`src/rtl/ntp_pkg.sv`:
```
// Package for the numeric token parser: payload structs, token state struct,
// radix codes and character constants. Used by every file in rtl/.
package ntp_pkg;

   localparam int VALUE_BITS_DEF = 16;
   localparam int OUT_BITS       = 16;
   localparam int LEN_BITS       = 8;

   localparam logic [7:0] CHAR_SPACE = 8'h20;
   localparam logic [7:0] CHAR_TAB   = 8'h09;
   localparam logic [7:0] CHAR_B     = 8'h62;
   localparam logic [7:0] CHAR_H     = 8'h68;
   localparam logic [7:0] CHAR_X     = 8'h78;
   localparam logic [7:0] CHAR_ZERO  = 8'h30;
   localparam logic [7:0] DIGIT_BAD  = 8'd127;
   localparam logic [7:0] LEN_MAX    = 8'd255;

   typedef enum logic [1:0] {
      RADIX_DEC = 2'd0,
      RADIX_BIN = 2'd1,
      RADIX_HEX = 2'd2,
      RADIX_ALT = 2'd3
   } radix_type;

   typedef struct packed {
      logic [7:0] char_code;
      logic       end_of_line;
   } req_type;

   typedef struct packed {
      logic [OUT_BITS-1:0] number_value;
      logic                number_ok;
      logic                token_present;
      logic                line_done;
   } rsp_type;

   // Token state without the accumulator, whose width is a parameter
   typedef struct packed {
      logic                inside_token;
      logic [LEN_BITS-1:0] token_length;
      radix_type           radix_code;
      logic                token_failed;
      logic                prefix_taken;
      logic                x_prefix_taken;
   } tok_state_type;

   localparam tok_state_type TOK_CLEAR = '{
      inside_token:   1'b0,
      token_length:   '0,
      radix_code:     RADIX_DEC,
      token_failed:   1'b0,
      prefix_taken:   1'b0,
      x_prefix_taken: 1'b0
   };

   // Character to digit value, including the ':'..'@' -> 3..9 mapping
   function automatic logic [7:0] digit_of(input logic [7:0] c);
      logic [7:0] t;
      logic [7:0] d;
      t = c - CHAR_ZERO;
      if (t[7]) begin
         d = DIGIT_BAD;
      end else if (t < 8'd10) begin
         d = t;
      end else begin
         d = (t & 8'hDF) - 8'd7;
      end
      return d;
   endfunction

endpackage

```
`src/rtl/ntp_step.sv`:
```
// Per-character token logic for the numeric token parser: next token state,
// next accumulator and the result for one character. Depends on ntp_pkg.
module ntp_step #(
   parameter int VALUE_BITS = ntp_pkg::VALUE_BITS_DEF
) (
   input  ntp_pkg::req_type       item,
   input  ntp_pkg::tok_state_type state_cur,
   input  logic [VALUE_BITS-1:0]  acc_cur,
   output ntp_pkg::tok_state_type state_nxt,
   output logic [VALUE_BITS-1:0]  acc_nxt,
   output logic                   rsp_fire,
   output ntp_pkg::rsp_type       rsp
);

   localparam int OUT_W = (VALUE_BITS < ntp_pkg::OUT_BITS) ? VALUE_BITS : ntp_pkg::OUT_BITS;

   logic                    sep;
   logic [7:0]              digit;
   logic [7:0]              radix_val;
   logic                    acc_zero;
   logic [VALUE_BITS-1:0]   acc_scaled;
   ntp_pkg::tok_state_type  st;
   logic [VALUE_BITS-1:0]   acc;
   logic                    ok;
   logic [ntp_pkg::OUT_BITS-1:0] val_out;

   assign sep      = (item.char_code == ntp_pkg::CHAR_SPACE) ||
                     (item.char_code == ntp_pkg::CHAR_TAB);
   assign digit    = ntp_pkg::digit_of(item.char_code);
   assign acc_zero = (acc_cur == '0);

   always_comb begin
      unique case (state_cur.radix_code)
         ntp_pkg::RADIX_BIN: begin
            radix_val  = 8'd2;
            acc_scaled = acc_cur << 1;
         end
         ntp_pkg::RADIX_HEX: begin
            radix_val  = 8'd16;
            acc_scaled = acc_cur << 4;
         end
         default: begin
            radix_val  = 8'd10;
            acc_scaled = (acc_cur << 3) + (acc_cur << 1);
         end
      endcase
   end

   // Update token state for a non-separator character
   always_comb begin
      st  = state_cur;
      acc = acc_cur;
      if (!sep) begin
         st.inside_token = 1'b1;
         if (state_cur.token_length != ntp_pkg::LEN_MAX) begin
            st.token_length = state_cur.token_length + 1'b1;
         end
         if (!state_cur.token_failed) begin
            priority if (acc_zero && state_cur.token_length <= 8'd1 &&
                         item.char_code == ntp_pkg::CHAR_B) begin
               st.radix_code = ntp_pkg::RADIX_BIN;
               if (state_cur.token_length == 8'd0) begin
                  st.prefix_taken = 1'b1;
               end
            end else if (acc_zero && state_cur.token_length == 8'd0 &&
                         item.char_code == ntp_pkg::CHAR_H) begin
               st.radix_code   = ntp_pkg::RADIX_HEX;
               st.prefix_taken = 1'b1;
            end else if (acc_zero && state_cur.token_length == 8'd1 &&
                         item.char_code == ntp_pkg::CHAR_X) begin
               st.radix_code     = ntp_pkg::RADIX_HEX;
               st.x_prefix_taken = 1'b1;
            end else if (digit < radix_val) begin
               acc = acc_scaled + VALUE_BITS'(digit);
            end else begin
               st.token_failed = 1'b1;
            end
         end
      end
   end

   assign ok = !st.token_failed &&
               !(st.prefix_taken && st.token_length == 8'd1) &&
               !(st.x_prefix_taken && st.token_length == 8'd2);

   assign val_out = ntp_pkg::OUT_BITS'(acc[OUT_W-1:0]);

   always_comb begin
      rsp_fire  = 1'b0;
      rsp       = '0;
      state_nxt = st;
      acc_nxt   = acc;
      priority if (st.inside_token && (sep || item.end_of_line)) begin
         rsp_fire          = 1'b1;
         rsp.number_value  = ok ? val_out : '0;
         rsp.number_ok     = ok;
         rsp.token_present = 1'b1;
         rsp.line_done     = item.end_of_line;
         state_nxt         = ntp_pkg::TOK_CLEAR;
         acc_nxt           = '0;
      end else if (item.end_of_line) begin
         // empty line end
         rsp_fire      = 1'b1;
         rsp.line_done = 1'b1;
         state_nxt     = ntp_pkg::TOK_CLEAR;
         acc_nxt       = '0;
      end else begin
         // mid-token or between tokens: no result
         rsp_fire = 1'b0;
      end
   end

endmodule

```
`src/rtl/numeric_token_parser_top.sv`:
```
// Top level of the numeric token parser: input register, token state,
// result register. Depends on ntp_pkg and ntp_step.

// Streaming parser for whitespace-separated numbers on a command line, one
// byte per item, with 'b'/'h' prefixes and an 'x' prefix at the second byte.
// An item is registered on acceptance, parsed the next cycle by the
// per-character logic, and its result (if any) lands in the output register;
// one item per cycle is sustained. Throughput drops only while a result
// waits in the output register and the next item also produces one.
module numeric_token_parser_top #(
   parameter int VALUE_BITS = ntp_pkg::VALUE_BITS_DEF
) (
   input  logic             clock,
   input  logic             reset,
   input  logic             req_valid,
   output logic             req_ready,
   input  ntp_pkg::req_type req_data,
   output logic             rsp_valid,
   input  logic             rsp_ready,
   output ntp_pkg::rsp_type rsp_data
);

   logic                   in_valid_ff;
   ntp_pkg::req_type       in_data_ff;
   ntp_pkg::tok_state_type tok_ff, tok_in;
   logic [VALUE_BITS-1:0]  acc_ff, acc_in;
   logic                   out_valid_ff;
   ntp_pkg::rsp_type       out_data_ff;

   logic                   step_fire;
   ntp_pkg::rsp_type       step_rsp;
   logic                   out_free;
   logic                   advance;

   ntp_step #(
      .VALUE_BITS(VALUE_BITS)
   ) u_step (
      .item      (in_data_ff),
      .state_cur (tok_ff),
      .acc_cur   (acc_ff),
      .state_nxt (tok_in),
      .acc_nxt   (acc_in),
      .rsp_fire  (step_fire),
      .rsp       (step_rsp)
   );

   assign out_free  = !out_valid_ff || rsp_ready;
   assign advance   = in_valid_ff && (!step_fire || out_free);
   assign req_ready = !in_valid_ff || advance;

   always_ff @(posedge clock) begin
      if (reset) begin
         in_valid_ff <= 1'b0;
      end else if (req_ready) begin
         in_valid_ff <= req_valid;
      end
   end

   always_ff @(posedge clock) begin
      if (req_ready && req_valid) begin
         in_data_ff <= req_data;
      end
   end

   always_ff @(posedge clock) begin
      if (reset) begin
         tok_ff <= ntp_pkg::TOK_CLEAR;
         acc_ff <= '0;
      end else if (advance) begin
         tok_ff <= tok_in;
         acc_ff <= acc_in;
      end
   end

   always_ff @(posedge clock) begin
      if (reset) begin
         out_valid_ff <= 1'b0;
      end else if (advance && step_fire) begin
         out_valid_ff <= 1'b1;
      end else if (rsp_ready) begin
         out_valid_ff <= 1'b0;
      end
   end

   always_ff @(posedge clock) begin
      if (advance && step_fire) begin
         out_data_ff <= step_rsp;
      end
   end

   assign rsp_valid = out_valid_ff;
   assign rsp_data  = out_data_ff;

   a_empty_only_at_eol: assert property (@(posedge clock) disable iff (reset)
      rsp_valid && !rsp_data.token_present |-> rsp_data.line_done)
      else $error("result without token outside line end");

   a_ok_needs_token: assert property (@(posedge clock) disable iff (reset)
      rsp_valid && rsp_data.number_ok |-> rsp_data.token_present)
      else $error("number_ok without token");

   a_bad_value_zero: assert property (@(posedge clock) disable iff (reset)
      rsp_valid && !rsp_data.number_ok |-> rsp_data.number_value == '0)
      else $error("failed token carries nonzero value");

   a_no_result_at_reset: assert property (@(posedge clock)
      reset |=> !rsp_valid)
      else $error("result valid after reset");

endmodule

```
`config.mk`:
```
export PLATFORM = sky130hd
export DESIGN_NAME = numeric_token_parser_top
export DESIGN_NICKNAME = d
export VERILOG_FILES = /design/src/rtl/ntp_pkg.sv /design/src/rtl/ntp_step.sv /design/src/rtl/numeric_token_parser_top.sv
export SDC_FILE = /design/constraint.sdc
export NUM_CORES = 1
export LEC_CHECK = 0
export BUFFER_PORTS_ARGS = -buffer_cell sky130_fd_sc_hd__buf_4
export CAP_MARGIN = 10
export CELL_PAD_IN_SITES_DETAIL_PLACEMENT = 1
export CELL_PAD_IN_SITES_GLOBAL_PLACEMENT = 1
export CORE_MARGIN = 4
export CORE_UTILIZATION = 43
export CTS_CLUSTER_DIAMETER = 50
export CTS_CLUSTER_SIZE = 14
export DETAILED_ROUTE_END_ITERATION = 6
export PLACE_DENSITY = 0.89
export SYNTH_ARGS = -nofsm -noshare
export SYNTH_HDL_FRONTEND = slang
export SYNTH_HIERARCHICAL = 1
export SYNTH_SLANG_ARGS = --single-unit
```
`constraint.sdc`:
```
create_clock -name clock -period 4.05 [get_ports clock]
set_clock_uncertainty 0.2 [all_clocks]
set_input_delay 1.0125 -clock clock [delete_from_list [all_inputs] [get_ports clock]]
set_output_delay 1.0125 -clock clock [all_outputs]
set_load 0.01 [all_outputs]
```
==> impl_metrics.json <==
{
  "critical_path.slowest_cell": "or4b_4",
  "holdPathEnd": "tok_ff[0]",
  "diodes": 0,
  "cts_tree": "done",
  "fin_area_mm2": 0.00612,
  "numPortBuffers": 33,
  "min_path_cells": 2,
  "firstDrtPassIters": 6,
  "area_delta_synth_final_pct": 20.4,
  "syn_area_per_cell_um2": 8.66,
  "holdCritPathClass": "reg2reg",
  "drive_gt1_frac": 0.213,
  "syn-num-nets": 636,
  "regToRegEndpoint": "acc_ff[15]",
  "antenna_found_initial": 0,
  "clkTransAtPathRegs_ps": 60,
  "hp-start": "tok_ff[0]",
  "tns_ps": -170,
  "holdWs_ps": 295,
  "status": "finished, violations left",
  "cap_violations": 0,
  "yosys_warnings": 6,
  "insertion_delay_ps": 330,
  "holdBufCountCts": 0,
  "track_usage": 0.259,
  "grt_pass1_wl_um": 27500,
  "synth_edf_count": 28,
  "slowest_delay_ps": 550,
  "dieWidth_um": 117,
  "hold_violations": 0,
  "vias_per_cell": 6.28,
  "placed_area_mm2": 0.00549,
  "power_density_mw_per_mm2": 278,
  "htree_levels": 3,
  "cp-end-kind": "flop",
  "dpl.hpwl_um": 10900,
  "dieHeight_um": 117,
  "fillers": 1329,
  "dieArea_mm2": 0.0136,
  "vias": 4960,
  "violations": "negative setup slack",
  "fmax_mhz": 244,
  "clk_path_buf_depth": 2,
  "gp_congestion": 0.868,
  "ys.flop_type": "dfxtp_1",
  "critPathRequiredTime_ps": 4110,
  "post-route-period-util": 1.01,
  "irDropWorstVdd_uv": 222,
  "path_class": "reg2reg",
  "io_pins": 34,
  "arrival_ps": 4160,
  "grt_overflow": 0,
  "std_cell_rows": 39,
  "r2r_start": "in_data_ff[5]",
  "cts_buffers": 9,
  "cp_cell_sequence": "ha_2 -> nor2b_4 -> and2_4 -> a31oi_4 -> xnor2_2 -> nand2_1 -> ha_1 -> o21ai_1 -> a31oi_2 -> or4b_4 -> or3b_4 -> buf_6 -> o31a_1 -> nor2_1 -> nand2b_1 -> mux2i_1",
  "ys_async_sr_fraction": 0,
  "nets": 691,
  "synth_cells": 587,
  "finalSetupViolations": 5,
  "wl_um": 18300,
  "start_kind": "flop",
  "min_period_ps": 4100,
  "core_region_area_mm2": 0.0115,
  "drtAntennaViolNets": 0,
  "initial_core_util": 0.441,
  "drt_iter0_drc": 319,
  "synth_area_leaders": "edfxtp_1 (17%), dfxtp_1 (13%), ha_1 (8.6%)",
  "drc": 0,
  "yosysTopAreaCell": "edfxtp_1",
  "setup_slack_ps": -53.3,
  "cts_sinks": 60,
  "p_leak_uw": 0.00227,
  "timing.final.max_slew_violations": 0,
  "rsz0062_at_grt": "yes",
  "ys_types": 78,
  "synth_top_area_frac": 0.165,
  "synth-seq-area-share": 0.291,
  "worst_pin_slew_ps": 682,
  "crit_path_max_fanout": 7,
  "grt_max_degree": 63,
  "grt_pass1_vias": 5258,
  "clockRootBuffer": "clkbuf_16",
  "drt-wirelength-per-cell_um": 23.2,
  "slew_headroom": 0.541,
  "ff2ff_path_depth": 16,
  "synth_area_mm2": 0.00508,
  "r2r_setup_slack_ps": -50,
  "ys_ff_latch": 60
}
state kept, by name, indices dropped and copies added, names as in the netlist:
signal	flops
in_valid_ff	1
in_data_ff	9
rsp_valid	1
rsp_data	19
acc_ff	16
tok_ff	14
worst max-delay path, delay by kind of cell, from the launching register on:
family                     cells  cell delay (ps)
muxes                          1              130
AOI/OAI and AO/OA              4              810
DFF                            1              450
xor gates and xnor gates       1              140
adders and majority gates      2              530
buffers and inverters          1              170
and+or+nand+nor                7             1610
routing by layer:
layer,wire length [µm],part of all wire,global-route usage
met1,6940,0.38,0.289
met2,9510,0.52,0.469
met3,804,0.044,0.0544
met4,1070,0.058,0.118
met5,0,0,0
layout by cell type (no fill, tap or decap), types with 3 or more instances in the layout:
cell        n
a21oi_2     5
buf_4      69
nor3_1     11
o31a_1      4
nor2b_1     5
nor2_2      3
inv_1      21
a22oi_1     4
o21ai_1     4
a31oi_1     6
o21ai_0    13
nand3_1     7
edfxtp_1   28
nand4_1     3
a21oi_1    30
xor2_1      9
mux2i_1    34
nor4_1      9
nand2_1    31
o211a_1     3
ha_1       31
xnor2_1    15
a221oi_1    6
dfxtp_1    32
or3_1       4
a21o_1      4
and3_1      4
a211oi_1   10
clkbuf_16   9
nor2_1     73
o31ai_1     4
o21a_1      5
nand2b_1   68
synthesized netlist by cell type, types with 8 or more instances:
master / n
nor2_1: 75
nand2b_1: 68
mux2i_1: 37
a21oi_1: 35
ha_1: 35
dfxtp_1: 32
nand2_1: 31
edfxtp_1: 28
inv_1: 21
o21ai_0: 17
xnor2_1: 17
clkbuf_1: 16
a211oi_1: 11
nor3_1: 11
xor2_1: 10
buf_6: 9
nor4_1: 9
a31oi_1: 8
per-stage QoR:
step	total power, µW	instances	util	worst slack (ps)
CTS	1660	778	0.513	4.34
finish	1700	790	0.532	-53.3
global route	1750	790	0.532	-203
detailed placement	856	754	0.477	-40.1
floorplan	798	587	-	258
global placement	843	754	0.477	160
layout make-up:
class	count	area [µm²]	area share
tap	143	179	0.0292
clock inverter	5	50.0	0.00818
sequential	60	1480	0.242
inverter	23	86.3	0.0141
timing repair buffer	73	581	0.0948
clock buffer	11	253	0.0413
multi-input combinational	475	3490	0.570
cell families (layout without fill, tap and decap cells):
family,count (synthesis),count (layout),synth area share
simple gates,239,239,0.250
compound gates,135,135,0.194
flops,60,60,0.291
buf+inv,52,112,0.0529
mux,38,38,0.0751
fa+ha+maj,36,36,0.0901
xor+xnor,27,27,0.0465
power by group:
part	internal [µW]	switching (µW)	leakage [µW]	total [µW]
Combinational	104	139	0.00158	243
Clock	505	292	0.000147	797
Sequential	647	13.6	0.000544	660
Total	1260	445	0.00227	1700
worst max path at each step:
stage	endpoint	start	slack [ps]	depth (start not counted)
floorplan	rsp_data[13]	tok_ff[3]	260	15
global placement	rsp_data[14]	in_data_ff[6]	160	13
detailed placement	acc_ff[15]	in_data_ff[5]	-40	16
CTS	acc_ff[15]	in_data_ff[6]	4	16
global route	acc_ff[2]	in_data_ff[5]	-200	18
finish	acc_ff[15]	in_data_ff[5]	-50	16
what timing repair did:
item                       CTS  global route
buffers inserted             8            12
pin swaps                    9            12
gates resized for setup     14            24
setup endpoints to repair   23            33
Note: power is estimated with default switching activity, not from simulation.
